<file path="src/hw/rtl/fbpa_pkg.sv">
`timescale 1ns / 1ps

package fbpa_pkg;

  // Widths fixed by the register and field definitions.
  localparam int SLOT_COUNT_W = 11;
  localparam int ITEM_BYTES_W = 17;
  localparam int OFFSET_W     = 32;
  localparam int STATUS_W     = 2;
  localparam int BUMP_W       = 11;

  // Slot stride covers a rounded item of up to 2^17 bytes plus a link of up to 16 bytes.
  localparam int STRIDE_W    = 18;
  localparam int ALIGN_BYTES = 8;

  // One quotient bit per divider step.
  localparam int DIV_STEPS = OFFSET_W;
  localparam int DIV_CNT_W = $clog2(DIV_STEPS);

  // Configuration register indexes.
  localparam logic REG_SLOT_COUNT = 1'b0;
  localparam logic REG_ITEM_BYTES = 1'b1;

  // Request codes.
  localparam logic OP_ALLOC = 1'b0;
  localparam logic OP_FREE  = 1'b1;

  // Result status codes.
  localparam logic [STATUS_W-1:0] STATUS_ALLOC     = 2'd0;
  localparam logic [STATUS_W-1:0] STATUS_EXHAUSTED = 2'd1;
  localparam logic [STATUS_W-1:0] STATUS_FREED     = 2'd2;
  localparam logic [STATUS_W-1:0] STATUS_REJECTED  = 2'd3;

  typedef struct packed {
    logic                opcode;
    logic [OFFSET_W-1:0] content_offset;
  } cmd_t;

  typedef struct packed {
    logic [STATUS_W-1:0] status;
    logic [OFFSET_W-1:0] granted_offset;
  } result_t;

  typedef struct packed {
    logic [SLOT_COUNT_W-1:0] slot_count;
    logic [ITEM_BYTES_W-1:0] item_bytes;
  } cfg_t;

  typedef struct packed {
    logic                done;
    logic                rem_zero;
    logic [OFFSET_W-1:0] quotient;
  } div_result_t;

  typedef enum logic [2:0] {
    ST_IDLE,
    ST_POP_WAIT,
    ST_MUL,
    ST_ADD,
    ST_DIV
  } state_t;

endpackage

</file>
<file path="src/hw/rtl/fbpa_cfg_regs.sv">
`timescale 1ns / 1ps

module fbpa_cfg_regs import fbpa_pkg::*; (
  input  logic        clk,
  input  logic        rst,
  input  logic        psel,
  input  logic        penable,
  input  logic        pwrite,
  input  logic [2:0]  paddr,
  input  logic [31:0] pwdata,
  output logic [31:0] prdata,
  output logic        pready,
  output cfg_t        cfg
);

  logic wr_en;

  assign pready = 1'b1;
  assign wr_en  = psel && penable && pwrite;

  // Registers sit on word addresses; the byte lane bits are not decoded.
  always_ff @(posedge clk) begin
    if (rst) begin
      cfg.slot_count <= SLOT_COUNT_W'(1024);
      cfg.item_bytes <= ITEM_BYTES_W'(64);
    end else if (wr_en) begin
      case (paddr[2])
        REG_SLOT_COUNT: cfg.slot_count <= pwdata[SLOT_COUNT_W-1:0];
        REG_ITEM_BYTES: cfg.item_bytes <= pwdata[ITEM_BYTES_W-1:0];
        default: ;
      endcase
    end
  end

  always_comb begin
    case (paddr[2])
      REG_SLOT_COUNT: prdata = 32'(cfg.slot_count);
      REG_ITEM_BYTES: prdata = 32'(cfg.item_bytes);
      default:        prdata = '0;
    endcase
  end

endmodule

</file>
<file path="config.mk">
export PLATFORM = sky130hd
export DESIGN_NAME = fbpa_cfg_regs
export DESIGN_NICKNAME = d
export VERILOG_FILES = /design/src/hw/rtl/fbpa_pkg.sv /design/src/hw/rtl/fbpa_cfg_regs.sv
export SDC_FILE = /design/constraint.sdc
export NUM_CORES = 1
export LEC_CHECK = 0
export ABC_AREA = 1
export BUFFER_PORTS_ARGS = -buffer_cell sky130_fd_sc_hd__buf_4
export CORE_UTILIZATION = 45
export CTS_CLUSTER_SIZE = 12
export DETAILED_ROUTE_END_ITERATION = 6
export HOLD_SLACK_MARGIN = 0.15
export PLACE_DENSITY = 0.85
export SETUP_SLACK_MARGIN = 0.15
export SLEW_MARGIN = 20
export SYNTH_ARGS = -nofsm -noshare
export SYNTH_HDL_FRONTEND = slang
export SYNTH_SLANG_ARGS = --single-unit
export TNS_END_PERCENT = 1
</file>
<file path="constraint.sdc">
create_clock -name clk -period 1.3 [get_ports clk]
set_input_delay 0.26 -clock clk [delete_from_list [all_inputs] [get_ports clk]]
set_output_delay 0.26 -clock clk [all_outputs]
set_load 0.05 [all_outputs]
</file>
=== Yosys cells after proc, flatten, opt, wreduce, memory -nomap -nowiden ===
Index checks and enable logic that the tools add are counted.

* Register bits after elaboration: 28
* Bits in latches: 0
* Bits in writable memories: 0
* ROM bits: 0
* Bits of input ports: 40
* Output and inout bits: 61
* Logic and storage cells: 8
* Memories kept: 0

* Add/sub/neg operators: 0
* Multipliers: 0
* Divide/modulo/power cells: 0
* Magnitude comparators: 0
* Equal/unequal tests: 0
* Shifts and indexed selects: 0
* Muxes and demuxes: 1
* Bitwise gates (word level): 1
* Reductions and logical operators: 4

{| class="wikitable"
|+ Operators with widths
! kind !! number
|-
| 32-bit one-hot mux with 2 select lines || 1
|-
| 2-bit AND reduction || 2
|-
| 1-bit logical AND || 2
|-
| 1-bit NOT || 1
|}

=== Depth between registers and ports, before layout ===
Gate-level depths: netlist of the first run.

* Word-level depth: 3
* Mapped depth: 6
* Depth with buffers taken out: 5

=== Worst setup path after synthesis of the first run ===
No wires, ideal clock.

* Kind: input-to-output
* Start point: input port paddr[2]
* End point: output port prdata[0]
* Arrival: 1086 ps
* Required time: 1040 ps
* Slack: -46 ps
* Cell stages on the path: 5
* Buffers on the path: 2
* Cell sequence: buf_4 > inv_4 > buf_2 > nand2_1 > nand2_1

* Longest elaborated chain between the ends: 2

{| class="wikitable"
|+ RTL lines
! what !! RTL line !! RTL
|-
| start, declared || fbpa_cfg_regs.sv:9 || <nowiki>input logic [2:0] paddr,</nowiki>
|-
| 1-bit NOT || - ||
|-
| 32-bit one-hot mux with 2 select lines (*) || fbpa_cfg_regs.sv:36 || <nowiki>case (paddr[2])</nowiki>
|-
| end, declared || fbpa_cfg_regs.sv:11 || <nowiki>output logic [31:0] prdata,</nowiki>
|}

Mark *: on every way between the ends. The rest lies on a longest branch, timed or not. The select of a mux whose other input is x is not followed.

=== Worst setup path in the final report of the first run ===
* Start point: register cfg[14] in the netlist's numbering
* End point: output port prdata[14]

* Longest elaborated chain between the ends: 1

{| class="wikitable"
|+ RTL lines
! what !! RTL line !! RTL
|-
| start, declared || fbpa_cfg_regs.sv:13 || <nowiki>output cfg_t cfg</nowiki>
|-
| 32-bit one-hot mux with 2 select lines || fbpa_cfg_regs.sv:36 ||
|}

No other way between the ends. The select of a mux whose other input is x is not followed.

==> results of run 1 <==
-- synthesized netlist by cell type --
library cell,number,area share
nor2_4,1,0.0074
nand3_2,1,0.0066
nor2_1,52,0.13
conb_1,2,0.0049
nand2_1,68,0.17
nor2_2,1,0.0041
buf_4,17,0.084
buf_6,4,0.030
o21ai_0,2,0.0066
inv_4,1,0.0041
nor2_8,1,0.013
inv_1,24,0.059
inv_2,1,0.0025
nand3_1,28,0.092
dfxtp_1,28,0.37
buf_2,6,0.020
buf_1,1,0.0025
-- repair_timing --
action,in CTS,in global routing
endpoints found under the setup margin,40,45
buffers inserted,3,0
hold endpoints to repair,1,0
gates resized for setup,34,38
hold buffers,1,0
pin swaps,1,3
-- stage by stage --
stage	instances	cell area (um^2)	worst slack, ps	hold slack [ps]	setup TNS [ps]
CTS	353	2370	38.5	165	0
global route	353	2500	-12.5	165	-40.7
floorplan	252	1740	143	386	0
global placement	345	2170	70.7	470	0
finish	353	2500	17.6	166	0
detailed placement	345	2170	54.9	476	0
-- cell type report --
| type | count | area [um^2] | area share |
|---|---|---|---|
| Clock buffer | 3 | 22.5 | 0.00900 |
| Multi-Input combinational cell | 170 | 851 | 0.340 |
| Clock inverter | 1 | 30.0 | 0.0120 |
| Tap cell | 44 | 55.1 | 0.0220 |
| Inverter | 26 | 123 | 0.0490 |
| Sequential cell | 28 | 598 | 0.239 |
| Timing Repair Buffer | 81 | 822 | 0.329 |
-- kinds of logic after synthesis --
| logic type | Yosys count | share of synthesized area |
|---|---|---|
| AND/OR/NAND/NOR | 152 | 0.419 |
| buffers and inverters | 54 | 0.201 |
| flip-flops | 28 | 0.368 |
| AO/OA/AOI/OAI | 2 | 0.00657 |
| other | 2 | 0.00493 |
-- worst paths after layout --
check / depth (start not counted) / endpoint
max: 3 / prdata[14]
min: 3 / cfg[6]
max reg2reg: 3 / cfg[26]
min reg2reg: 2 / cfg[20]
-- power groups by stage --
stage / logic [mW] / clock network (mW) / registers (mW)
after floorplan: 0.384 / 0 / 1.04
after global placement: 0.606 / 0 / 0.935
after detailed placement: 0.614 / 0 / 0.937
after CTS: 0.653 / 0.577 / 0.919
after global routing: 0.721 / 0.601 / 0.928
final: 0.680 / 0.573 / 0.924
-- tightest hold or removal path: cells and delay by family --
kind | cells | cell delay, ps
buffers and inverters | 1 | 80
AND/OR/NAND/NOR | 2 | 130
-- per-layer routing --
metal / vias up / part of all wire
li1: 822 / -
met1: 744 / 0.40
met2: 60 / 0.53
met3: 4 / 0.055
met4: 0 / 0.0088
met5: - / 0
==> metrics.txt, run 1 <==
status complete, no violations; internal power 1.43 mW; CP max stage cell dfxtp_2; Crit path max-delay family flip-flops; CTS tree yes; DRT Pass-1 Iters 4; Fillers around 220; GR Layer Usage met2 0.405; share of layout cells above drive strength 1 0.515; Switching Fraction 0.343; HPWL after detailed placement 2650 um; largest net degree at the start of global routing 29; most used routing layer met2; largest registers cfg: 28 flops; most frequent cells in the layout nor2_1, buf_4, nand2_1; Synth Cell Area ~1500 um^2; Syn Inst Count 238; global route overflow 0; register area share after synthesis 0.368; Gate power share 0.312; Final ANT Viol Nets 0; Die ar. about 3600 um^2; fmax 780 MHz; fin. max-slew vios 0; Top Ports 101; overall global routing resource usage 0.216; register share of total power 0.425; syn avg cell area 6.40 um^2; die outline height 60.2 um; worst setup path start cfg[14]; Setup crit end kind output port; flop-to-flop setup slack 590 ps; Reg clk slew, reported paths 160 ps; most common cell after layout, fill and taps aside nor2_1; kind of critical path register to output port; drt total wl 4080 um; Antenna Diode Count 0; core area 3130 um^2; clock buffer depth 2; drc violations 0; yosys warns 0; M1 GR Usage 0.249; via/cell ratio 4.62; initial drt markers 54; wire per inst 11.6 um; clk sinks 28; Largest register FFs 28; CP max FO 3; Critical Path Start Type register; first-pass GRT wire length 5960 um; cts bufs inserted 3; routability congestion estimate 0.757; Worst-Skew Late Latency 330 ps; floorplan row count 20; setup skew after layout 0 ps; largest register by flop count cfg; Clk network pwr share 0.263; Buf/Inv on CP 2; Min-Delay Path Class input pin to register; nets@finish 350; PwrDens 871 nW/um^2; vias in the first global route 1403; Distinct cells, synth 17; CTS root buffer clkbuf_4; CP cell instances nand2_2, clkinvlp_4, buf_8; minimum clock period 1280 ps; setup violators final 0; Static Leak about 1.2 nW; Worst Min Path Start pwdata[6]; CP peak stage delay 370 ps; Final Hold Vio Count 0; worst path required time 1040 ps; worst r2r src cfg[26]; vias 1630; initial core utilization 0.487; # port buffers 67; die width 60.2 um; RSZ-0062 raised after global routing yes; max cap viols 0; H-tree depth 1; Final Cycle Share 0.986; Yosys reg bits 28; Finished Core Util 0.800; Worst VDD drop 0.456 mV; initial antenna violation count 0; Power Total 2.18 mW; CP arrival 1020 ps; routing usage on met3 0.0325; area grow syn2layout 64.3%; Psw 0.746 mW
Power figures use the tool's default switching activity.
==> inputs of run 2 (changes only) <==
- CAP_MARGIN: default -> 20
- CORE_UTILIZATION: 45 -> 38
- PLACE_DENSITY: 0.85 -> 0.77
- SETUP_SLACK_MARGIN: 0.15 -> 0.4
- clock period: 1.3 -> 1 ns (I/O delays scaled with it)
==> run 2 against run 1 <==
Compared with the run above: the run now ends with setup timing left; largest cell class is now non-clock buffers; critical endpoint is now prdata[15]; sequential cell count unchanged; sequential power is 26% higher; clock skew unchanged; worst setup slack got worse by 160 ps; cell count grew 1.1%; critical path depth unchanged; routed wire length down 0.56%.
==> metrics.txt, run 2 (synthesized netlist as in run 1, its figures left out) <==
status finished with violations; failing checks setup timing; worst path required time 800 ps (-240 ps); fin. max-slew vios 0 (unchanged); dpl cells 349 (+1.2%); CTS root buffer clkbuf_8; max cap viols 0 (unchanged); overall global routing resource usage 0.200 (-0.0166); Final ANT Viol Nets 0 (unchanged); global route overflow 0 (unchanged); Die ar. 4260 um^2 (+18%); area grow syn2layout 84.4%; flop-to-flop setup slack 360 ps (-230 ps); core area 3740 um^2 (+20%); most frequent cells in the layout nor2_1, buf_8, nand2_1; CTS tree yes; via/cell ratio 4.40 (-4.6%); clock buffer depth 2 (unchanged); Critical Path Start Type register; Layout Cells excl Fill 357 (+1.1%); Worst VDD drop 0.588 mV (+29%); Static Leak 1.32 nW (+8.5%); initial core utilization 0.407 (-0.0800); minimum clock period roughly 1100 ps; CP arrival 940 ps (-80 ps); RSZ-0062 raised after global routing yes; CP max stage cell dfxtp_4; hold depth 3 (unchanged); largest registers cfg: 28 flops; DRT Pass-1 Iters 4 (unchanged); Finished Core Util 0.750 (-0.0496); worst reg2reg endpoint cfg[5]; # port buffers 67 (unchanged); CP Depth 3 (unchanged); Clk network pwr share 0.223 (-0.040); Largest register FFs 28 (unchanged); initial antenna violation count 0 (unchanged); largest net degree at the start of global routing 29 (unchanged); fmax 879 MHz; Final Hold Vio Count 0 (unchanged); first-pass GRT wire length 6620 um (+11%); CP max FO 3 (unchanged); kind of critical path register to output port; setup skew after layout 0 ps (unchanged); Buf/Inv on CP 2 (unchanged); Worst Min Path Start pwdata[6]; Min-Delay Path Class input pin to register; Switching Fraction 0.365 (+0.0223); worst r2r src cfg[5]; Setup crit end kind output port; setup ws final -137 ps (-155 ps); die outline height 65.3 um (+8.5%); clk sinks 28 (unchanged); final hold slack 129 ps (-37.0 ps); Crit path max-delay family flip-flops; drc violations 0 (unchanged); Reg clk slew, reported paths 100 ps (-60 ps); sink of the worst hold path cfg[6]; Gate power share 0.355 (+0.043); most common cell after layout, fill and taps aside nor2_1; setup violators final 24 (+24); drt total wl 4060 um (-0.56%); Psw 0.999 mW (+34%); initial drt markers 49 (-9.3%); die width 65.3 um (+8.5%); floorplan row count 22 (+10%); Worst-Skew Late Latency 260 ps (-70 ps); share of layout cells above drive strength 1 0.553 (+0.0388); Final Cycle Share 1.14; HPWL after detailed placement 2660 um (+0.35%); cts bufs inserted 3 (unchanged); register share of total power 0.422 (-0.003); CP peak stage delay 370 ps (about the same); Antenna Diode Count 0 (unchanged); wire per inst 11.4 um (-1.7%); vias 1572 (-3.6%); PwrDens 975 nW/um^2 (+12%); internal power 1.74 mW (+21%); Top Ports 101 (unchanged); vias in the first global route 1500 (+6.9%); H-tree depth 1 (unchanged); nets@finish 350 (unchanged); largest register by flop count cfg; CP cell instances nand2_4, clkinvlp_4, buf_6; FF-to-FF path depth 2 (-1); routability congestion estimate 0.719 (-5.0%)
[run 2: power groups by stage]
stage          Combinational (mW)  Clock (mW)  Sequential [mW]
2_1_floorplan               0.526           0             1.30
3_3_place_gp                0.822           0             1.17
3_5_place_dp                0.830           0             1.17
4_1_cts                     0.929       0.630             1.15
5_1_grt                      1.02       0.698             1.16
6_report                    0.971       0.611             1.16
[run 2: worst max-delay path by stage]
stage          startpoint          to
2_1_floorplan    paddr[2]  prdata[11]
3_3_place_gp     paddr[2]   prdata[3]
3_5_place_dp     paddr[2]   prdata[5]
4_1_cts           cfg[12]  prdata[12]
5_1_grt           cfg[14]  prdata[14]
6_report          cfg[15]  prdata[15]
[run 2: repair_timing]
item / 4_1_cts / 5_1_grt
buffers inserted: 0 / 4
cloned: 0 / 0
endpoints found under the hold margin: 2 / 2
setup endpoints to repair: 73 / 73
resized for setup: 85 / 29
pin swaps: 11 / 10
[run 2: routing by layer]
| layer | up-vias | share of wire | wire, um | global-route usage |
|---|---|---|---|---|
| met2 | 52 | 0.54 | 2190 | 0.380 |
| met4 | 0 | 0.0037 | 15 | 0.0489 |
| met1 | 695 | 0.41 | 1670 | 0.230 |
| met5 | - | 0 | 0 | 0 |
| met3 | 2 | 0.046 | 187 | 0.0278 |
| li1 | 823 | - | - | - |
[run 2: layout make-up]
cell class / instances / area (um^2)
repair buffers: 81 / 958
multi-input cells: 170 / 946
fillers: 299 / 936
flip-flops and latches: 28 / 663
inverters: 26 / 135
well taps: 48 / 60.1
clock buffers: 3 / 41.3
clock inverters: 1 / 3.75
[run 2: tightest hold or removal path, cell delays in order]
cell     delay [ps]
buf_4            90
nand2_1          40
nand3_1          50
[run 2: per-stage QoR]
| step | worst slack (ps) | instance area, um^2 | total power [mW] | TNS, ps |
|---|---|---|---|---|
| global route | -176 | 2810 | 2.88 | -3820 |
| floorplan | 51.3 | 1880 | 1.83 | 0 |
| finish | -137 | 2810 | 2.74 | -2440 |
| global placement | -81.9 | 2320 | 1.99 | -1040 |
| CTS | -139 | 2680 | 2.71 | -2370 |
| detailed placement | -97.9 | 2320 | 2.00 | -1260 |
==> inputs of run 3 (changes only) <==
- BUFFER_PORTS_ARGS: -buffer_cell sky130_fd_sc_hd__buf_4 -> default
- CORE_UTILIZATION: 38 -> 62
- DONT_BUFFER_PORTS: default -> 1
- HOLD_SLACK_MARGIN: 0.15 -> default
- PLACE_DENSITY: 0.77 -> 0.78
- clock period: 1 -> 1.3 ns (I/O delays scaled with it)
==> run 3 against run 2 <==
Compared with the run above: the run now ends clean; non-clock buffer count shrank 50; critical path depth shrank 1; design area shrank 33%; combinational power shrank 47%; largest cell class is now multi-input combinational cells; core utilization grew 8.3 points.
==> metrics.txt, run 3 (synthesized netlist as in run 1, its figures left out) <==
clock buffer depth 2 (unchanged); area grow syn2layout 23.3%; Final Hold Vio Count 0 (unchanged); CP arrival 980 ps (+40 ps); status complete, no violations; floorplan row count 17 (-23%); Die ar. 2660 um^2 (-38%); Setup crit end kind output port; first-pass GRT wire length 5750 um (-13%); Final Cycle Share 0.956; Worst VDD drop 0.750 mV (+27%); nets@finish 300 (-14%); kind of critical path register to output port; overall global routing resource usage 0.285 (+0.0858); core area 2250 um^2 (-40%); setup skew after layout 0 ps (unchanged); max cap viols 0 (unchanged); drt total wl 3600 um (-11%); cts bufs inserted 3 (unchanged); die outline height 51.6 um (-21%); Worst-Skew Late Latency 320 ps (+60 ps); global route overflow 0 (unchanged); initial antenna violation count 0 (unchanged); Largest register FFs 28 (unchanged); Final ANT Viol Nets 0 (unchanged); CTS tree yes; Static Leak 0.946 nW (-28%); Antenna Diode Count 0 (unchanged); area of the multi-input gates 838 um^2 (-11%); FF-to-FF path depth 3 (+1); Fillers 160 (-46%); Min-Delay Path Class input pin to register; routability congestion estimate 0.663 (-7.7%); area post-placement 1840 um^2 (-21%); H-tree depth 1 (unchanged); vias 1476 (-6.1%); PostCTS Resize Cnt 0 (-100%); vias in the first global route 1363 (-9.1%); die width 51.6 um (-21%); final hold slack 49.3 ps (-79.8 ps); Total Negative Setup Slacks 0 ps (+2440 ps); DRT Pass-1 Iters 4 (unchanged); PwrDens 987 nW/um^2 (+1.2%); setup violators final 0 (-100%); most common cell after layout, fill and taps aside nor2_1; fin. max-slew vios 0 (unchanged); Final Cell Area 1880 um^2 (-33%); most frequent cells in the layout nor2_1, nand2_1, buf_4; # port buffers 0 (-100%); wire per inst 12.5 um (+10%); Sequential Area 596 um^2 (-10%); fmax around 810 MHz; CP peak stage delay 360 ps (about the same); CP cell instances nand2_4, clkinvlp_4; clk sinks 28 (unchanged); via/cell ratio 5.14 (+17%); drc violations 0 (unchanged); setup bufs post-CTS 0 (unchanged); initial drt markers 24 (-51%); hold depth 2 (-1); Critical Path Start Type register; minimum clock period about 1200 ps; CP max FO 2 (-1); largest net degree at the start of global routing 37 (+28%); Reg clk slew, reported paths 150 ps (+50 ps); largest register by flop count cfg; share of layout cells above drive strength 1 0.359 (-0.194); initial core utilization 0.675 (+0.269); largest registers cfg: 28 flops; worst path required time 1040 ps (+240 ps); CTS root buffer clkbuf_4; RSZ-0062 raised after global routing yes; Top Ports 101 (unchanged); HPWL after detailed placement 2550 um (-4.0%); CP max stage cell dfxtp_2
==> run 3: power breakdown <==
group	leakage [nW]	total (mW)	internal (mW)	switching, mW
Clock	0.0210	0.428	0.171	0.257
Sequential	0.239	0.914	0.894	0.0200
Combinational	0.686	0.511	0.104	0.407
Total	0.946	1.85	1.17	0.684
==> run 3: path summary, 6_finish.rpt <==
kind / startpoint / to / slack [ps]
worst min register to register: cfg[6] / cfg[6] / 510
worst min-delay path: pwdata[10] / cfg[27] / 50
worst max-delay path: cfg[16] / prdata[16] / 60
worst max register to register: cfg[14] / cfg[14] / 480
==> run 3: worst max-delay path: cells and delay by family, from the launching register on <==
family / cells / cell delay (ps)
buffers and inverters: 1 / 240
flip-flops: 1 / 360
AND/OR/NAND/NOR: 1 / 60
==> run 3: repair_timing <==
item,in CTS,in global routing
setup endpoints to repair,45,45
hold buffers,0,0
hold endpoints to repair,0,0
==> run 3: area by class of cell <==
| cell class | count | share of cell area |
|---|---|---|
| multi-input cells | 170 | 0.446 |
| flip-flops and latches | 28 | 0.317 |
| repair buffers | 31 | 0.131 |
| well taps | 28 | 0.0187 |
| clock buffers | 4 | 0.0193 |
| inverters | 26 | 0.0680 |
==> run 3: per-stage QoR <==
| stage | total power [mW] | std cells | worst slack (ps) | utilization |
|---|---|---|---|---|
| 6_report | 1.85 | 287 | 57.8 | 0.833 |
| 5_1_grt | 1.93 | 287 | 12.0 | 0.833 |
| 4_1_cts | 1.86 | 287 | 48.8 | 0.833 |
| 3_5_place_dp | 1.44 | 283 | 329 | 0.817 |
| 3_3_place_gp | 1.43 | 283 | 366 | 0.817 |
| 2_1_floorplan | 1.44 | 252 | 220 | - |
==> run 3: layer usage <==
layer / vias to the layer above / routed length [um] / GRT usage
met5: - / 0 / 0
met4: 0 / 12 / 0.0856
met3: 2 / 237 / 0.0497
met2: 65 / 1860 / 0.513
met1: 689 / 1490 / 0.344
li1: 720 / - / -
