--- src/hw/rtl/fbpa_pkg.sv ---
`timescale 1ns / 1ps

package fbpa_pkg;

  // Widths fixed by the register and field definitions.
  localparam int SLOT_COUNT_W = 11;
  localparam int ITEM_BYTES_W = 17;
  localparam int OFFSET_W     = 32;
  localparam int STATUS_W     = 2;
  localparam int BUMP_W       = 11;

  // Slot stride covers a rounded item of up to 2^17 bytes plus a link of up to 16 bytes.
  localparam int STRIDE_W    = 18;
  localparam int ALIGN_BYTES = 8;

  // One quotient bit per divider step.
  localparam int DIV_STEPS = OFFSET_W;
  localparam int DIV_CNT_W = $clog2(DIV_STEPS);

  // Configuration register indexes.
  localparam logic REG_SLOT_COUNT = 1'b0;
  localparam logic REG_ITEM_BYTES = 1'b1;

  // Request codes.
  localparam logic OP_ALLOC = 1'b0;
  localparam logic OP_FREE  = 1'b1;

  // Result status codes.
  localparam logic [STATUS_W-1:0] STATUS_ALLOC     = 2'd0;
  localparam logic [STATUS_W-1:0] STATUS_EXHAUSTED = 2'd1;
  localparam logic [STATUS_W-1:0] STATUS_FREED     = 2'd2;
  localparam logic [STATUS_W-1:0] STATUS_REJECTED  = 2'd3;

  typedef struct packed {
    logic                opcode;
    logic [OFFSET_W-1:0] content_offset;
  } cmd_t;

  typedef struct packed {
    logic [STATUS_W-1:0] status;
    logic [OFFSET_W-1:0] granted_offset;
  } result_t;

  typedef struct packed {
    logic [SLOT_COUNT_W-1:0] slot_count;
    logic [ITEM_BYTES_W-1:0] item_bytes;
  } cfg_t;

  typedef struct packed {
    logic                done;
    logic                rem_zero;
    logic [OFFSET_W-1:0] quotient;
  } div_result_t;

  typedef enum logic [2:0] {
    ST_IDLE,
    ST_POP_WAIT,
    ST_MUL,
    ST_ADD,
    ST_DIV
  } state_t;

endpackage

--- src/hw/rtl/fbpa_divider.sv ---
`timescale 1ns / 1ps

module fbpa_divider import fbpa_pkg::*; (
  input  logic                clk,
  input  logic                rst,
  input  logic                start,
  input  logic [OFFSET_W-1:0] dividend,
  input  logic [STRIDE_W-1:0] divisor,
  output div_result_t         res
);

  localparam logic [DIV_CNT_W-1:0] LAST_STEP = DIV_CNT_W'(DIV_STEPS - 1);

  logic                 active;
  logic                 done;
  logic [DIV_CNT_W-1:0] cnt;
  logic [OFFSET_W-1:0]  dvd;
  logic [STRIDE_W-1:0]  rem;
  logic [STRIDE_W-1:0]  dvs;
  logic [STRIDE_W:0]    trial;
  logic                 q_bit;
  logic [STRIDE_W-1:0]  rem_next;

  // Restoring division: one quotient bit shifts into the dividend register per step.
  always_comb begin
    trial = {rem, dvd[OFFSET_W-1]};
    q_bit = (trial >= {1'b0, dvs});
    if (q_bit) begin
      rem_next = STRIDE_W'(trial - {1'b0, dvs});
    end else begin
      rem_next = trial[STRIDE_W-1:0];
    end
  end

  always_ff @(posedge clk) begin
    if (rst) begin
      active <= 1'b0;
      done   <= 1'b0;
      cnt    <= '0;
    end else begin
      done <= 1'b0;
      if (start) begin
        active <= 1'b1;
        cnt    <= '0;
      end else if (active) begin
        cnt <= cnt + 1'b1;
        if (cnt == LAST_STEP) begin
          active <= 1'b0;
          done   <= 1'b1;
        end
      end
    end
  end

  always_ff @(posedge clk) begin
    if (start) begin
      dvd <= dividend;
      rem <= '0;
      dvs <= divisor;
    end else if (active) begin
      dvd <= {dvd[OFFSET_W-2:0], q_bit};
      rem <= rem_next;
    end
  end

  assign res.done     = done;
  assign res.rem_zero = (rem == '0);
  assign res.quotient = dvd;

endmodule

--- config.mk ---
export PLATFORM = sky130hd
export DESIGN_NAME = fbpa_divider
export DESIGN_NICKNAME = d
export VERILOG_FILES = /design/src/hw/rtl/fbpa_pkg.sv /design/src/hw/rtl/fbpa_divider.sv
export SDC_FILE = /design/constraint.sdc
export NUM_CORES = 1
export LEC_CHECK = 0
export BUFFER_PORTS_ARGS = -buffer_cell sky130_fd_sc_hd__buf_4
export CORE_MARGIN = 2
export CORE_UTILIZATION = 31
export CTS_BUF_LIST = sky130_fd_sc_hd__clkbuf_16
export CTS_CLUSTER_DIAMETER = 60
export CTS_CLUSTER_SIZE = 10
export DETAILED_ROUTE_END_ITERATION = 10
export PLACE_DENSITY = 0.46
export SKIP_LAST_GASP = 1
export SYNTH_ARGS = -nofsm -noshare
export SYNTH_HDL_FRONTEND = slang
export SYNTH_SLANG_ARGS = --single-unit
--- constraint.sdc ---
create_clock -name clk -period 3.57 [get_ports clk]
set_clock_uncertainty 0.1 [all_clocks]
set_input_delay 0.357 -clock clk [delete_from_list [all_inputs] [get_ports clk]]
set_output_delay 0.357 -clock clk [all_outputs]
set_load 0.02 [all_outputs]
# After elaboration in Yosys (flattened, before gate mapping)
# Cells that the tools add are included.
[word_totals]
output_inout_bits = 34
reg_bits = 75
wordCells = 22
[op_classes]
muxes = 7
n_addsub = 2
n_reduce_logical = 4
magnitude_cmp = 1
eq_ne = 1
bitwise_logic = 1
[ops]
columns = ["cell", "n"]
rows = [
  ["$mux W32", 2],
  ["$ge A19 B18 Y1", 1],
  ["$logic_not A18 Y1", 1],
  ["$mux W18", 1],
  ["$sub A18 B18 Y18", 1],
  ["$add A5 B1 Y5 const B", 1],
  ["$eq A5 B5 Y1 const B", 1],
  ["$mux W1", 4],
  ["$reduce_or A3 Y1", 1],
  ["$reduce_bool A2 Y1", 1],
  ["$reduce_or A2 Y1", 1],
  ["$not A1 Y1", 1],
]

# Logic depth before layout (Yosys ltp)
# Gate-level depths: netlist of the first run.
[logic_depth]
word_depth = 4
mapped_depth = 12

# Worst setup path after synthesis of the first run
# No wires, ideal clock.
[synth_timing]
path_kind = "flip-flop to flip-flop"
startpoint = "register dvd[31]"
endpoint = "register rem[14]"
t_required_ns = 3.382
path_stages_with_launch = 11
path_slack_ns = 0.942
path_buffers = 0
arrival_ns = 2.440
period_less_slack_ns = 2.628
cell_sequence = "edfxtp_1 > inv_1 > ha_1 > fa_1 > nand2b_1 > a21oi_1 > o21ai_1 > a211oi_1 > nor3_1 > or3b_1 > a311oi_2"
[synth_between]
elab_chain_len = 2
elab_cells_between_ends = 3
[synth_lines]
columns = ["item", "line_no", "rtl"]
rows = [
  ["from (decl)", "fbpa_divider.sv:17", "logic [OFFSET_W-1:0] dvd;"],
  ["from (signal assigned)", "fbpa_divider.sv:57", "dvd <= dividend;"],
  ["from (signal assigned)", "fbpa_divider.sv:61", "dvd <= {dvd[OFFSET_W-2:0], q_bit};"],
  ["$sub A18 B18 Y18 or $ge A19 B18 Y1 (tied branches)", "fbpa_divider.sv:29, fbpa_divider.sv:27", ""],
  ["$mux W18 *", "fbpa_divider.sv:28", "if (q_bit) begin"],
  ["to (signal assigned)", "fbpa_divider.sv:62", "rem <= rem_next;"],
  ["to (decl)", "fbpa_divider.sv:18", "logic [STRIDE_W-1:0] rem;"],
]
# Mark *: on every way between the ends. The rest lies on a longest branch, timed or not.
# A chain may end at the register's enable or synchronous reset.

# Final worst setup path of the first run
[layout_timing]
startpoint = "register dvs[4]"
endpoint = "register dvd[0], data pin"
[layout_between]
elab_chain_len = 3
[layout_lines]
columns = ["item", "line_no", "rtl"]
rows = [
  ["from (decl)", "fbpa_divider.sv:19", "logic [STRIDE_W-1:0] dvs;"],
  ["from (signal assigned)", "fbpa_divider.sv:59", "dvs <= divisor;"],
  ["$ge A19 B18 Y1", "fbpa_divider.sv:27", "q_bit = (trial >= {1'b0, dvs});"],
  ["$mux W32", "fbpa_divider.sv:60", "end else if (active) begin"],
  ["$mux W32", "fbpa_divider.sv:56", "if (start) begin"],
]
# Every way passes these cells. The select of a mux whose other input is x is not followed.

==> flow_summary.ini, run 1 <==
[critical_path]
critPathMaxStageDelay_ns = 0.50
timing.reg2reg.worst_path_depth = 8
critical_path_required_ns = 3.57
worst-path-max-fanout = 17
timing.setup.critical_path_class = flip-flop to flip-flop
timing.rr.start = dvs[4]$_DFFE_PP_
cp_data_arrival_time_ns = 2.96
timing.rr.end = dvd[0]$_DFFE_PP_
critPathCaptureType = flip-flop
cp_slowest_cell = nand2_1
cp_cell_sequence = inv_1 -> ha_1 -> a21oi_1 -> and2_1 -> a21oi_4 -> o31ai_2 -> nand2_1 -> mux2_2
worstSetupStartpointType = flip-flop
regToRegSetupSlack_ns = 0.61

[finish]
layout-drive-gt1-share_pct = 32.0
layout.cells.non_filler = 625
layout_commonest_cell = buf_4
multiInputGateArea_um2 = 1840
final_nets = 522
fillerInstances = 1268
utilization_pct = 40.6
most-common-layout-cells = buf_4, edfxtp_1, nand2_1
synthToLayoutAreaGrowth_pct = 27.8
antenna-diode-count = 0
final_cell_area_um2 = 5130
layout.area.seq_um2 = 2000

[min_path]
hold_class = input port to flip-flop
whs_endpoint = active$_SDFF_PP0_
worstHoldStart = rst
hold_depth = 2

[placed_design]
number_of_buffers_added_on_ports = 86
gp_congestion = 0.856
dp_hpwl_mm = 6.66
dp.cells = 609
placed_cell_area_um2 = 4800
preCtsSetupSlack_ns = 0.611

[grt]
gr-usage-all-layers_pct = 14.1
grt_pass1_wl_mm = 15.6
globalRouteOverflowTotal = 0
antenna_found_initial = 0
grt_max_degree = 44
grt_pass1_vias = 3125

[timing]
timing.fmax_mhz = 338
final.period_utilization_pct = 82.9
rsz0062_at_grt = no
hold_viol = 0
sum_of_negative_setup_slack_ns = 0
worst_slew_pin_slew_ns = 0.780
finalSetupViolCount = 0
slew-limit-headroom_pct = 48.0
fin_ws_ns = 0.609
finalHoldWorstSlack_ns = 0.0727
drv_slew = 0
finalCriticalPeriod_ns = 2.96

[synth]
syn-mean-instance-area_um2 = 10.9
synth.cell_area_um2 = 4010
yosysWarningCount = 0
synthArstFlopShare_pct = 0
synthesis.instances = 367
synth_flop_cell = edfxtp_1
synth.net_count = 441
synth_edf_count = 50
yosys_register_bits = 75
yosys.cell_types.count = 51
synth_seq_area_share_pct = 49.9

[detailed_routing]
post-route-drc-count = 0
routed_wirelength_mm = 9.29
via_count_normalized_by_instance_count = 4.81
drtPass1Iterations = 4
drtIter0Drc = 140
antenna_left = 0
average_detailed_routed_wire_length_per_instance_um = 14.9
detailroute.via_count = 3004

[clock_network]
clockBufferDepth = 2
post_cts_setup_buffers = 0
hold_buffers = 0
tritoncts_clock_tree = done
post_cts.resized_instances = 0
total_number_of_clock_tree_sinks = 75
clockRootBuffer = clkbuf_16
ctsHtreeMaxLevel = 3
insertion_delay_ns = 0.34
numCtsBuffers = 9
path_clk_slew_ns = 0.07

[die]
ioPinCount = 87
die_area_um2 = 13900
die_width_um = 118
row_count = 41
die_h_um = 118
fp.coreArea_um2 = 12600
start_util_pct = 31.8

[power_and_ir_drop]
vdd.ir_drop.worst_v = 0.000317
power_leakage_nw = 2.13
p_per_area_nw_per_um2 = 518
power_mw = 2.66

[run]
max_cap_violations = 0

[status]
run_status = completed
==> logic make-up (layout without fill, tap and decap cells) <==
kind of cell | after synthesis | after routing | share of synthesized area [%]
flops | 75 | 75 | 49.9
fa+ha+maj | 21 | 21 | 6.74
xor+xnor | 14 | 14 | 3.06
buf+inv | 40 | 126 | 4.21
compound gates | 71 | 71 | 13.4
simple gates | 110 | 110 | 12.7
mux | 36 | 36 | 9.98
==> flip-flops by register name, summed over array words and instances, names as in the netlist <==
register / count
active: 1
dvd: 32
dvs: 18
cnt: 5
done: 1
rem: 18
==> cell type report <==
type	count	share of cell area (%)
sequential	75	39.1
multi-input combinational	252	35.9
timing repair buffer	88	12.9
clock buffer	9	4.39
tap	172	4.20
clock inverter	7	1.93
inverter	22	1.61
==> worst max-delay path, delay by kind of cell (launching register included) <==
family	cells	cell delay [ns]
buffers and inverters	1	0.04
AND/OR/NAND/NOR	2	0.74
multiplexers	1	0.46
flip-flops	1	0.32
adder cells (fa/ha/maj)	1	0.32
AO/OA/AOI/OAI	3	0.72
==> per-layer routing <==
layer	share of wire (%)	wire length, um	track usage (%)
met5	0	0	0
met4	1.3	120	3.69
met3	7.1	655	6.40
met2	44	4110	21.3
met1	47	4400	18.2
==> cell usage after synthesis, types with 2 or more instances <==
master | number | area (um2)
a211o_1 | 2 | 17.5
a211oi_1 | 3 | 22.5
a21o_1 | 8 | 60.1
a21oi_1 | 16 | 80.1
a311oi_1 | 13 | 114
a31oi_1 | 2 | 12.5
and2_1 | 3 | 18.8
and3_1 | 3 | 18.8
buf_2 | 3 | 15.0
buf_4 | 2 | 15.0
clkbuf_1 | 12 | 45.0
dfxtp_1 | 25 | 500
edfxtp_1 | 50 | 1500
ha_1 | 20 | 250
inv_1 | 22 | 82.6
mux2_2 | 32 | 360
mux2i_1 | 4 | 40.0
nand2_1 | 37 | 139
nand2b_1 | 6 | 37.5
nand3_1 | 7 | 35.0
nand4_1 | 4 | 25.0
nor2_1 | 30 | 113
nor2b_1 | 3 | 18.8
nor3_1 | 6 | 30.0
nor4_1 | 5 | 31.3
o21ai_0 | 8 | 40.0
o21ai_1 | 2 | 10.0
o21ba_2 | 2 | 20.0
o21bai_1 | 2 | 15.0
or2_2 | 2 | 12.5
xnor2_1 | 8 | 70.1
xor2_1 | 6 | 52.6
==> power by group <==
group / switching (mW) / internal, mW
registers: 0.0520 / 1.02
clock network: 0.380 / 0.619
logic: 0.324 / 0.262
==> worst max path at each step <==
stage	to	slack (ns)	start
after floorplan	rem[14]$_SDFFE_PP0P_	0.94	dvd[31]$_DFFE_PP_
after global placement	dvd[0]$_DFFE_PP_	0.69	dvs[12]$_DFFE_PP_
after detailed placement	dvd[0]$_DFFE_PP_	0.61	rem[11]$_SDFFE_PP0P_
after CTS	dvd[0]$_DFFE_PP_	0.61	dvs[12]$_DFFE_PP_
after global routing	rem[0]$_SDFFE_PP0P_	0.38	dvs[12]$_DFFE_PP_
final	dvd[0]$_DFFE_PP_	0.61	dvs[4]$_DFFE_PP_
No activity file was read; power rests on OpenSTA's default activity.
==> inputs of run 2 (changes only) <==
- clock period: 3.57 -> 2.89 ns (I/O delays scaled with it)
==> flow_summary.ini, run 2 (synthesis results as in run 1) <==
[clock_network]
path_clk_slew_ns = 0.06
total_number_of_clock_tree_sinks = 75
clockRootBuffer = clkbuf_16
insertion_delay_ns = 0.35
tritoncts_clock_tree = done
numCtsBuffers = 9
ctsHtreeMaxLevel = 3
clockBufferDepth = 2
post_cts_setup_buffers = 0

[grt]
grt_pass1_vias = 3150
grt_max_degree = 43
grt_pass1_wl_mm = 15.9
antenna_found_initial = 0
gr-usage-all-layers_pct = 14.5
globalRouteOverflowTotal = 0

[run]
max_cap_violations = 0

[finish]
layout_commonest_cell = buf_4
antenna-diode-count = 0
final_nets = 536
most-common-layout-cells = buf_4, edfxtp_1, nand2_1
layout.cells.non_filler = 639
layout-drive-gt1-share_pct = 33.8
reg.largest.list = dvd: 32 flops, dvs: 18 flops, rem: 18 flops
synthToLayoutAreaGrowth_pct = 30.3
largest_register_ff_count = 32
fillerInstances = 1286
largest_register = dvd
utilization_pct = 41.4

[placed_design]
dp_hpwl_mm = 6.90
number_of_buffers_added_on_ports = 86
dp.cells = 620
gp_congestion = 0.803

[critical_path]
timing.setup.critical_path_class = flip-flop to flip-flop
critical_path.top_delay_family = compound AO/OA/AOI/OAI gates
critical_path_required_ns = 3.05
worstSetupEndpoint = rem[14]$_SDFFE_PP0P_
worstSetupStartpointType = flip-flop
timing.rr.start = dvd[31]$_DFFE_PP_
timing.critical_path.buf_inv = 1
critPathLaunch = dvd[31]$_DFFE_PP_
regToRegSetupSlack_ns = 0.17
cp_slowest_cell = fa_1
timing.reg2reg.worst_path_depth = 10
timing.rr.end = rem[14]$_SDFFE_PP0P_
cp_num_cells = 10
worst-path-max-fanout = 3
cp_cell_sequence = inv_1 -> ha_1 -> fa_1 -> nand2b_1 -> a21oi_2 -> o21ai_1 -> a211oi_2 -> nor3_1 -> or3b_1 -> a311oi_2
critPathMaxStageDelay_ns = 0.39
cp_data_arrival_time_ns = 2.88
critPathCaptureType = flip-flop

[min_path]
hold_class = input port to flip-flop

[detailed_routing]
post-route-drc-count = 0
antenna_left = 0
via_count_normalized_by_instance_count = 4.74
drtPass1Iterations = 4
routed_wirelength_mm = 9.64
average_detailed_routed_wire_length_per_instance_um = 15.1
drtIter0Drc = 115
detailroute.via_count = 3032

[timing]
timing.fmax_mhz = 367
finalSetupViolCount = 0
worst_slew_pin_slew_ns = 0.792
final.period_utilization_pct = 94.2
finalCriticalPeriod_ns = 2.72
drv_slew = 0
hold_viol = 0
slew-limit-headroom_pct = 47.2

[power_and_ir_drop]
p_per_area_nw_per_um2 = 619
power_leakage_nw = 2.18
vdd.ir_drop.worst_v = 0.000381

[die]
fp.coreArea_um2 = 12600
die_width_um = 118
row_count = 41
die_area_um2 = 13900
ioPinCount = 87
die_h_um = 118
start_util_pct = 31.8

[status]
run_status = completed
==> run 2: through the flow <==
stage	setup WS, ns	TNS (ns)	instance area [um2]	power (mW)	hold slack [ns]
after floorplan	0.262	0	4010	1.83	0.261
after global placement	0.172	0	4880	2.11	0.360
after detailed placement	0.128	0	4880	2.11	0.361
after CTS	0.0997	0	5190	3.28	0.00263
after global routing	-0.0197	-0.0197	5230	3.41	0.00134
final	0.168	0	5230	3.23	0.0183
==> run 2: how the worst min path moves through the flow <==
stage	from	to	slack (ns)	cells after the start
floorplan	rst	active$_SDFF_PP0_	0.26	1
global placement	rst	active$_SDFF_PP0_	0.36	2
detailed placement	rst	active$_SDFF_PP0_	0.36	2
CTS	divisor[2]	dvs[2]$_DFFE_PP_	0.003	1
global route	divisor[5]	dvs[5]$_DFFE_PP_	0.001	1
finish	divisor[5]	dvs[5]$_DFFE_PP_	0.02	1
==> run 2: area by class of cell <==
class,instances,area [um2],area share (%)
clock buffers,9,225,4.31
inverters,22,82.6,1.58
flip-flops and latches,75,2000,38.3
well taps,172,215,4.12
multi-input cells,252,1850,35.5
repair buffers,102,773,14.8
clock inverters,7,75.1,1.44
==> run 2: per-layer routing <==
metal | up-vias | routed length [um] | global-route usage (%)
met4 | 0 | 126 | 3.99
met1 | 1411 | 4470 | 18.2
met5 | - | 0 | 0
li1 | 1531 | - | -
met2 | 79 | 4370 | 22.4
met3 | 11 | 677 | 6.59
==> run 2: power by group <==
part	internal [mW]	switching (mW)	total [mW]
Clock	0.674	0.470	1.14
Sequential	1.26	0.0629	1.32
Combinational	0.353	0.417	0.770
Total	2.29	0.949	3.23
==> run 2: what timing repair did <==
| action | in CTS | in global routing |
|---|---|---|
| setup endpoints to repair | 0 | 3 |
| gates resized for setup | 0 | 3 |
| hold endpoints to repair | 1 | 2 |
| hold buffers | 1 | 2 |
==> inputs of run 3 (changes only) <==
- CORE_MARGIN: 2 -> not set
- CORE_UTILIZATION: 31 -> 30
- PLACE_DENSITY: 0.46 -> 0.45
==> flow_summary.ini, run 3 (synthesis results as in run 1) <==
[clock_network]
path_clk_slew_ns = 0.06
clockBufferDepth = 2
ctsHtreeMaxLevel = 3
total_number_of_clock_tree_sinks = 75
insertion_delay_ns = 0.35
clockRootBuffer = clkbuf_16
numCtsBuffers = 9
tritoncts_clock_tree = done

[detailed_routing]
drtPass1Iterations = 4
post-route-drc-count = 0
routed_wirelength_mm = 9.64
drtIter0Drc = 145
average_detailed_routed_wire_length_per_instance_um = 15.2
antenna_left = 0
via_count_normalized_by_instance_count = 4.75
detailroute.via_count = 3023

[finish]
antenna-diode-count = 0
layout_commonest_cell = buf_4
largest_register = dvd
most-common-layout-cells = buf_4, edfxtp_1, nand2_1
layout.cells.non_filler = 636
final_nets = 533
synthToLayoutAreaGrowth_pct = 29.2
fillerInstances = 1305
largest_register_ff_count = 32
layout-drive-gt1-share_pct = 33.2
reg.largest.list = dvd: 32 flops, dvs: 18 flops, rem: 18 flops

[critical_path]
critical_path_required_ns = 3.05
cp_data_arrival_time_ns = 2.82
cp_num_cells = 8
critPathCaptureType = flip-flop
worstSetupStartpointType = flip-flop
critPathMaxStageDelay_ns = 0.45
timing.rr.start = rem[9]$_SDFFE_PP0P_
cp_cell_sequence = ha_1 -> nand4_1 -> nor4_1 -> o31ai_2 -> and2_1 -> buf_4 -> or3b_1 -> a311oi_2
worst-path-max-fanout = 7
cp_slowest_cell = nor4_1
worstSetupEndpoint = rem[14]$_SDFFE_PP0P_
timing.setup.critical_path_class = flip-flop to flip-flop
critical_path.top_delay_family = simple AND/OR/NAND/NOR gates
critPathLaunch = rem[9]$_SDFFE_PP0P_
timing.critical_path.buf_inv = 1
timing.rr.end = rem[14]$_SDFFE_PP0P_
regToRegSetupSlack_ns = 0.23
timing.reg2reg.worst_path_depth = 8

[grt]
grt_max_degree = 44
globalRouteOverflowTotal = 0
antenna_found_initial = 0
grt_pass1_wl_mm = 15.9
gr-usage-all-layers_pct = 14.7
grt_pass1_vias = 3098

[power_and_ir_drop]
p_per_area_nw_per_um2 = 615
power_leakage_nw = 2.17
vdd.ir_drop.worst_v = 0.000299
power_mw = 3.19

[placed_design]
gp_congestion = 0.785
dp.cells = 618
preCtsSetupSlack_ns = 0.145
dp_hpwl_mm = 6.87
number_of_buffers_added_on_ports = 86

[die]
ioPinCount = 87
die_area_um2 = 13800
start_util_pct = 31.3
fp.coreArea_um2 = 12800
die_h_um = 118
die_width_um = 118
row_count = 41

[timing]
finalCriticalPeriod_ns = 2.66
slew-limit-headroom_pct = 48.4
sum_of_negative_setup_slack_ns = 0
worst_slew_pin_slew_ns = 0.774
drv_slew = 0
finalHoldWorstSlack_ns = 0.0159
finalSetupViolCount = 0
rsz0062_at_grt = no
fin_ws_ns = 0.231
hold_viol = 0
timing.fmax_mhz = 376
final.period_utilization_pct = 92.0

[status]
run_status = completed

[min_path]
hold_class = input port to flip-flop

[run]
max_cap_violations = 0
## run 3: routing by layer
layer / part of all wire (%) / global-route usage [%] / wire length (um)
met3: 3.0 / 3.68 / 293
met1: 48 / 18.6 / 4580
met5: 0 / 0 / 0
met4: 1.4 / 5.29 / 137
met2: 48 / 24.0 / 4620
## run 3: final cells by class
cell class                      instances  area, um2  share of cell area, %
Timing Repair Buffer                   99        746                   14.4
Inverter                               22       82.6                   1.59
Sequential cell                        75       2000                   38.6
Clock buffer                            9        225                   4.35
Tap cell                              172        215                   4.15
Clock inverter                          7       61.3                   1.18
Multi-Input combinational cell        252       1850                   35.7
## run 3: worst min-delay path by stage
stage / from / endpoint / slack [ns] / cells after the start
2_1_floorplan: rst / active$_SDFF_PP0_ / 0.26 / 1
3_3_place_gp: rst / active$_SDFF_PP0_ / 0.36 / 2
3_5_place_dp: rst / active$_SDFF_PP0_ / 0.36 / 2
4_1_cts: divisor[3] / dvs[3]$_DFFE_PP_ / 0.002 / 1
5_1_grt: divisor[1] / dvs[1]$_DFFE_PP_ / 0.008 / 1
6_report: divisor[2] / dvs[2]$_DFFE_PP_ / 0.02 / 1
## run 3: repair_timing
| item | CTS | global route |
|---|---|---|
| resized for setup | 0 | 2 |
| endpoints found under the setup margin | 0 | 1 |
| setup buffers | 0 | 1 |
| hold buffers | 1 | 0 |
| endpoints found under the hold margin | 1 | 0 |
## run 3: metrics by stage
| stage | util [%] | cell area [um2] |
|---|---|---|
| 2_1_floorplan | - | 4010 |
| 3_5_place_dp | 38.0 | 4870 |
| 6_report | 40.4 | 5180 |
| 5_1_grt | 40.4 | 5180 |
| 3_3_place_gp | 38.0 | 4870 |
| 4_1_cts | 40.3 | 5170 |
## run 3: power breakdown
| part | switching (mW) | internal (mW) | total [mW] |
|---|---|---|---|
| clock | 0.446 | 0.657 | 1.10 |
| combinational | 0.416 | 0.350 | 0.765 |
| sequential | 0.0620 | 1.26 | 1.32 |
